`src/mi3_pkg.sv`:
```
package mi3_pkg;

  localparam int FRAC_BITS = 16;
  localparam int EL_W      = 32;
  localparam int PROD_W    = 2 * EL_W;
  localparam int COF_W     = PROD_W + 1;
  localparam int CMAG_W    = PROD_W;
  localparam int DET_W     = COF_W + EL_W;
  localparam int DMAG_W    = DET_W - 1;
  localparam int NUM_W     = CMAG_W + 2 * FRAC_BITS;
  // quotient bits kept: 32 result bits plus one for the saturation check
  localparam int QB        = EL_W + 1;
  localparam int NHI_W     = NUM_W - QB;
  localparam int CMP_W     = (NHI_W > DMAG_W) ? NHI_W : DMAG_W;
  localparam int COF_LAT   = 2;
  localparam int DET_LAT   = 3;
  localparam int DIV_LAT   = QB + 3;
  localparam int PIPE_LAT  = COF_LAT + DET_LAT + DIV_LAT;

  typedef logic signed [EL_W-1:0]  el_t;
  typedef logic signed [COF_W-1:0] cof_t;
  typedef logic signed [DET_W-1:0] det_t;

  typedef struct packed {
    el_t m00;
    el_t m01;
    el_t m02;
    el_t m10;
    el_t m11;
    el_t m12;
    el_t m20;
    el_t m21;
    el_t m22;
  } in_t;

  typedef struct packed {
    el_t  r00;
    el_t  r01;
    el_t  r02;
    el_t  r10;
    el_t  r11;
    el_t  r12;
    el_t  r20;
    el_t  r21;
    el_t  r22;
    logic singular;
    logic overflow;
  } out_t;

endpackage

```
`src/mi3_skid.sv`:
```
module mi3_skid import mi3_pkg::*; (
  input  logic clk_i,
  input  logic rst_ni,
  input  logic up_valid_i,
  input  out_t up_data_i,
  output logic up_stall_o,
  output logic down_valid_o,
  output out_t down_data_o,
  input  logic down_stall_i
);

  logic ov_q;
  logic sv_q;
  out_t od_q;
  out_t sd_q;

  always_ff @(posedge clk_i or negedge rst_ni) begin
    if (!rst_ni) begin
      ov_q <= 1'b0;
      sv_q <= 1'b0;
    end else if (ov_q && down_stall_i) begin
      if (up_valid_i && !sv_q) begin
        sv_q <= 1'b1;
      end
    end else if (sv_q) begin
      sv_q <= 1'b0;
      ov_q <= 1'b1;
    end else begin
      ov_q <= up_valid_i;
    end
  end

  always_ff @(posedge clk_i) begin
    if (ov_q && down_stall_i) begin
      if (up_valid_i && !sv_q) begin
        sd_q <= up_data_i;
      end
    end else if (sv_q) begin
      od_q <= sd_q;
    end else if (up_valid_i) begin
      od_q <= up_data_i;
    end
  end

  assign up_stall_o   = sv_q;
  assign down_valid_o = ov_q;
  assign down_data_o  = od_q;

endmodule

```
`config.mk`:
```
export PLATFORM = sky130hd
export DESIGN_NAME = mi3_skid
export DESIGN_NICKNAME = d
export VERILOG_FILES = /design/src/mi3_pkg.sv /design/src/mi3_skid.sv
export SDC_FILE = /design/constraint.sdc
export NUM_CORES = 1
export LEC_CHECK = 0
export ABC_AREA = 1
export ABC_CLOCK_PERIOD_IN_PS = 35200
export BUFFER_PORTS_ARGS = -buffer_cell sky130_fd_sc_hd__buf_2
export CORE_UTILIZATION = 25
export CTS_CLUSTER_DIAMETER = 50
export CTS_CLUSTER_SIZE = 24
export DETAILED_ROUTE_END_ITERATION = 8
export GPL_ROUTABILITY_DRIVEN = 0
export GPL_TIMING_DRIVEN = 0
export PLACE_DENSITY = 0.51
export SETUP_SLACK_MARGIN = 0.2
export SYNTH_ARGS = -nofsm -noshare
export SYNTH_HDL_FRONTEND = slang
export SYNTH_SLANG_ARGS = --single-unit
```
`constraint.sdc`:
```
create_clock -name clk_i -period 35.2 [get_ports clk_i]
set_input_delay 1.76 -clock clk_i [delete_from_list [all_inputs] [get_ports clk_i]]
set_output_delay 1.76 -clock clk_i [all_outputs]
set_load 0.01 [all_outputs]
```
Yosys cells after proc, flatten, opt, wreduce, memory -nomap -nowiden
Cells that the tools add are included.
Storage, ports and cells
  flip-flop bits (word level): 582
  word-level logic and storage cells: 37
Cells by class
  eq/ne operators: 1
  multiplexer cells: 5
  bitwise gates (word level): 1
  reductions and logical operators: 6
Operators by type and width (number)
  $mux W290: 2
  $reduce_and A2 Y1: 2
  $mux W1: 3
  $logic_and A1 B1 Y1: 2
  $ne A2 B1 Y1 const B: 1
  $reduce_bool A2 Y1: 1
  $logic_not A1 Y1: 1
  $not A1 Y1: 1

Logic depth before layout (Yosys ltp)
Gate-level depths: netlist of run 1.
  word-level depth: 4
  gate-level depth with buffers: 5
  mapped depth without buffers: 3

Worst setup path after synthesis of run 1
Ideal clock, no wire load.
  kind: input to register
  start point: in down_stall_i
  end point: reg od_q, in the netlist down_data_o[0] (enable)
  setup time: 0.954 ns
  arrival time: 14.036 ns
  required time: 34.246 ns
  setup slack: 20.210 ns
  stages: 3
  buffers on the path: 0
  cell sequence: nand2_1 inv_1 nor2_1
On the way
  longest elaborated chain between the ends: 3
Ends and longest elaborated chain
  from (decl): RTL line mi3_skid.sv:9  | input logic down_stall_i
  $logic_and A1 B1 Y1: RTL line mi3_skid.sv:34  | if (ov_q && down_stall_i) begin
  $not A1 Y1 (no line)
  $reduce_and A2 Y1 (no line)
  to (signal assigned): RTL line mi3_skid.sv:39  | od_q <= sd_q;
  to (signal assigned): RTL line mi3_skid.sv:41  | od_q <= up_data_i;
  to (decl): RTL line mi3_skid.sv:14  | out_t od_q;
Every way passes these cells.
A chain may end at the register's enable or synchronous reset.

Worst setup path after layout of run 1
  start point: in down_stall_i
  end point: reg od_q, in the netlist down_data_o[153] (enable)
Same word-level chain as after synthesis.

==> results of run 1 <==
kinds of logic (layout without fill, tap and decap cells):
logic type	Yosys count	in the layout	synth area share, %
other	0	11	0
and+or+nand+nor	877	877	15.6
buffers and inverters	66	825	1.55
DFF	582	582	82.8
through the flow:
stage	instances	worst slack [ps]	power [mW]
5_1_grt	3374	31670	1.89
2_1_floorplan	1525	20210	0.940
3_5_place_dp	3212	31090	1.01
4_1_cts	3364	31780	1.85
3_3_place_gp	3190	12530	1.03
6_report	3375	31780	1.82
cells in the mapped netlist, drive strengths merged:
cell	instances	area (µm²)
nand2	873	3280
edfxtp	580	17400
buf	64	320
nor2	4	15.0
dfrtp	2	50.1
inv	2	7.50
power breakdown:
| group | switching [mW] | total, mW | leakage, nW | internal, mW |
|---|---|---|---|---|
| logic | 0.106 | 0.162 | 5.31 | 0.0561 |
| registers | 0.0111 | 0.834 | 5.50 | 0.823 |
| clock network | 0.343 | 0.826 | 1.32 | 0.483 |
routing by layer:
layer | up-vias | global-route usage [%]
li1 | 6618 | -
met1 | 6591 | 15.8
met2 | 498 | 23.1
met3 | 123 | 4.96
met4 | 12 | 6.58
met5 | - | 0
sequential cells by signal, indices dropped and copies added, names as in the netlist:
name and flops:
down_valid_o 1, sd_q 290, down_data_o 290, up_stall_o 1
path summary, 6_finish.rpt:
kind,start,end,slack (ps),cells past startpoint
min in group asynchronous,rst_ni,down_valid_o,930,1
max,down_stall_i,down_data_o[153],31780,9
min reg2reg,sd_q[198],down_data_o[198],490,2
max reg2reg,up_stall_o,sd_q[144],32000,10
min,sd_q[198],down_data_o[198],490,2
max in group asynchronous,rst_ni,up_stall_o,34170,1
worst reg2reg max path, delay by kind of cell, from the launching register on:
kind	cells	cell delay (ps)
buf+inv	8	1830
flops	1	500
simple gates	2	540
layout make-up:
cell class / instances / area [µm²]
timing repair buffer: 607 / 3400
clock buffer: 88 / 2120
fill: 8353 / 54900
sequential: 582 / 17500
buffer: 64 / 320
clock inverter: 64 / 657
multi-input combinational: 877 / 3310
antenna: 11 / 27.5
inverter: 2 / 7.51
tap: 1080 / 1350
==> results.json, run 1 <==
{
  "status": "finished, final reports clean",
  "wl_met2_um": 29500,
  "worstPathRequired_ps": 35490,
  "die_area_mm2": 0.0855,
  "grt_usage_pct": 13.8,
  "ir_drop_v": 0.0000424,
  "timing.final.crit_share_pct": 9.73,
  "synth_area_mm2": 0.0211,
  "die_w_um": 292,
  "coreArea_mm2": 0.0836,
  "drtIter0Drc": 705,
  "cts_root_buffer": "clkbuf_16",
  "grt_overflow_total": 0,
  "numPortBuffers": 585,
  "numCtsBuffers": 82,
  "leakage_nw": 12.1,
  "drive_gt1_share_pct": 35.7,
  "die_y_um": 292,
  "initial_core_util_pct": 25.2,
  "vias": 13800,
  "grt_max_degree": 32,
  "critPathTopFamily": "buffers and inverters",
  "antenna_left": 0,
  "worst_slew_pin_slew_ps": 470,
  "final_common_cell": "nand2_1",
  "cts_tree": "built",
  "dpl_cell_area_mm2": 0.0259,
  "path_class": "input pin to flip-flop",
  "drcViolationCount": 0,
  "cts_hold_buf": 0,
  "antenna_found_initial": 19,
  "fin_skew_ps": 32.8,
  "seq_area_frac_synth_pct": 82.8,
  "met3_length_um": 5490,
  "critPathBufInv": 7,
  "grt_pass1_vias": 14400,
  "rows": 106,
  "synth.distinct_cells": 7,
  "cap_violations": 0,
  "synthCells": 1525,
  "yosysWarnings": 0,
  "post_cts_buffers": 0,
  "clk_path_buf_depth": 3,
  "fmax_mhz": 292,
  "hpwl_um": 43900,
  "clock_sinks": 582,
  "critPathArrivalTime_ps": 3720,
  "ys_ff_latch": 582,
  "slew_violations": 0,
  "p_per_area_mw_per_mm2": 63.6,
  "crit_fanout": 30,
  "grt_first_pass_wirelength_um": 89100,
  "slowest_delay_ps": 380,
  "critPathMostFrequentCell": "buf_12",
  "cts-resized-gates": 0,
  "highest_layer": "met5",
  "route.layer.met1.wl_um": 23300,
  "final_nets": 2510,
  "h-tree-depth": 3,
  "layout_common_cells": "nand2_1, buf_2, edfxtp_1",
  "synth_fp_nets": 1819,
  "path_cells": "buf_2 > nand2_1 > inv_1 > nor2_4 > buf_12 > buf_12 > buf_12 > buf_16 > buf_12",
  "end_kind": "flip-flop",
  "postLayoutCellArea_mm2": 0.0287,
  "hp-class": "flip-flop to flip-flop",
  "post_drt_wl_per_cell_um": 17.9,
  "clk_pin_slew_worst_paths_ps": 60,
  "drt-total-wl_um": 60500,
  "pin_count": 586,
  "relSlewSlack_pct": 68.6,
  "drt-pass1-iter-count": 5,
  "cp-start-kind": "input pin",
  "clock_latency_ps": 620,
  "setup_viol": 0,
  "setup_tns_ps": 0,
  "finalHoldViolations": 0,
  "period_needed_ps": 3420,
  "hold_slack_ps": 489,
  "cp_slowest_cell": "nor2_4",
  "utilization_pct": 34.3,
  "drt-vias-per-instance": 4.10,
  "syn_avg_cell_area_um2": 13.8,
  "rsz0062_at_grt": "no",
  "area_delta_synth_final_pct": 35.9
}
(Power assumes the default switching activity.)
==> inputs of run 2 (changes only) <==
- ABC_CLOCK_PERIOD_IN_PS: 35200 -> 2770
- PLACE_DENSITY: 0.51 -> 0.53
- clock period: 35.2 -> 2.77 ns (I/O delays scaled with it)
==> run 2 against run 1 <==
Against the previous run:
- via count grew 8.2%
- hold slack lost 240 ps
- highest routed layer unchanged
- register-to-register slack lost 32000 ps
- die area is the same
- sequential share of layout area shrank 5.2 points
==> results.json, run 2 (synthesis results as in run 1) <==
{
  "post_drt_wl_per_cell_um": 17.1,
  "clk_path_buf_depth": 3,
  "dpl_cell_area_mm2": 0.0259,
  "path_class": "flip-flop to flip-flop",
  "period_needed_ps": 2400,
  "drt-total-wl_um": 62500,
  "setup_tns_ps": 0,
  "cts_tree": "built",
  "grt_pass1_vias": 15900,
  "area_delta_synth_final_pct": 48.6,
  "final_common_cell": "nand2_1",
  "multi_input_area_mm2": 0.00333,
  "cts_root_buffer": "clkbuf_16",
  "clk_pin_slew_worst_paths_ps": 70,
  "utilization_pct": 37.5,
  "worst_slack_ps": 373,
  "cp_slowest_cell": "dfrtp_2",
  "critPathArrivalTime_ps": 2680,
  "clock_sinks": 582,
  "path_cells": "buf_6 > nor2_2 > nor2_4 > buf_16 > buf_12 > buf_12 > buf_12 > buf_12",
  "pin_count": 586,
  "drive_gt1_share_pct": 31.6,
  "ir_drop_v": 0.000446,
  "die_w_um": 292,
  "relSlewSlack_pct": 50.2,
  "drt-pass1-iter-count": 5,
  "register_area_mm2": 0.0175,
  "drcViolationCount": 0,
  "grt_overflow_total": 0,
  "slowest_delay_ps": 440,
  "layout_common_cells": "nand2_1, buf_2, edfxtp_1",
  "worstPathRequired_ps": 3050,
  "p_per_area_mw_per_mm2": 719,
  "drtIter0Drc": 731,
  "status": "finished, final reports clean",
  "critPathMostFrequentCell": "buf_12",
  "slew_violations": 0,
  "fin_skew_ps": 26.1,
  "end_kind": "flip-flop",
  "rows": 106,
  "cts-resized-gates": 0,
  "leakage_nw": 13.2,
  "crit_fanout": 33,
  "finalHoldViolations": 0,
  "worst_slew_pin_slew_ps": 747,
  "fillers": 8027,
  "clock_latency_ps": 610,
  "cap_violations": 0,
  "hp-class": "input pin to flip-flop",
  "final_nets": 2801,
  "die_area_mm2": 0.0855,
  "antenna_left": 0,
  "drt-vias-per-instance": 4.10,
  "hpwl_um": 43100,
  "h-tree-depth": 3,
  "place_inst": 3212,
  "numCtsBuffers": 74,
  "critPathBufInv": 6,
  "finalNonFillerCells": 3652,
  "postLayoutCellArea_mm2": 0.0313,
  "cp-start-kind": "flip-flop",
  "grt_max_degree": 34,
  "vias": 15000,
  "antenna_found_initial": 10,
  "timing.final.crit_share_pct": 86.5,
  "critPathTopFamily": "buffers and inverters",
  "fmax_mhz": 417,
  "die_y_um": 292,
  "place_ws_ps": -136,
  "coreArea_mm2": 0.0836,
  "grt_usage_pct": 14.4,
  "numPortBuffers": 585,
  "initial_core_util_pct": 25.2,
  "setup_viol": 0,
  "rsz0062_at_grt": "no",
  "grt_first_pass_wirelength_um": 94000
}
==> run 2: metal layers <==
layer / part of all wire (%) / vias up / GRT usage [%]
li1: - / 7177 / -
met1: 40 / 7169 / 16.8
met2: 50 / 514 / 24.8
met3: 7.8 / 110 / 4.30
met4: 2.7 / 8 / 5.07
met5: 0.093 / - / 0
==> run 2: report_power, final <==
| group | switching, mW | internal (mW) | total [mW] |
|---|---|---|---|
| Clock | 4.10 | 5.42 | 9.51 |
| Combinational | 1.43 | 0.997 | 2.43 |
| Sequential | 0.150 | 10.5 | 10.6 |
==> run 2: timing repair <==
| item | 4_1_cts | 5_1_grt |
|---|---|---|
| endpoints found under the setup margin | 135 | 0 |
| setup buffers | 3 | 0 |
| hold endpoints to repair | 584 | 0 |
| hold buffers | 295 | 0 |
==> run 2: final timing paths <==
| path | startpoint | endpoint | slack, ps | cells after the start |
|---|---|---|---|---|
| min in group asynchronous | rst_ni | down_valid_o | 440 | 3 |
| worst max register to register | up_stall_o | down_data_o[121] | 370 | 8 |
| worst min register to register | sd_q[147] | down_data_o[147] | 510 | 2 |
| worst min-delay path | up_data_i[182] | sd_q[182] | 250 | 2 |
| max in group asynchronous | rst_ni | up_stall_o | 2190 | 3 |
| worst max-delay path | up_stall_o | down_data_o[121] | 370 | 8 |
==> run 2: layout make-up <==
type / count / area share, %
Clock buffer: 79 / 6.04
Inverter: 2 / 0.0240
Buffer: 64 / 1.06
Clock inverter: 56 / 1.80
Tap cell: 1080 / 4.31
Sequential cell: 582 / 55.7
Antenna cell: 6 / 0.0479
Timing Repair Buffer: 905 / 20.4
Multi-Input combinational cell: 878 / 10.6
==> run 2: per-stage QoR <==
stage,total power [mW],hold WS [ps]
after detailed placement,12.9,-70.3
final,22.5,251
after global routing,23.4,226
after CTS,22.9,203
after global placement,12.9,-75.0
after floorplan,11.8,-157
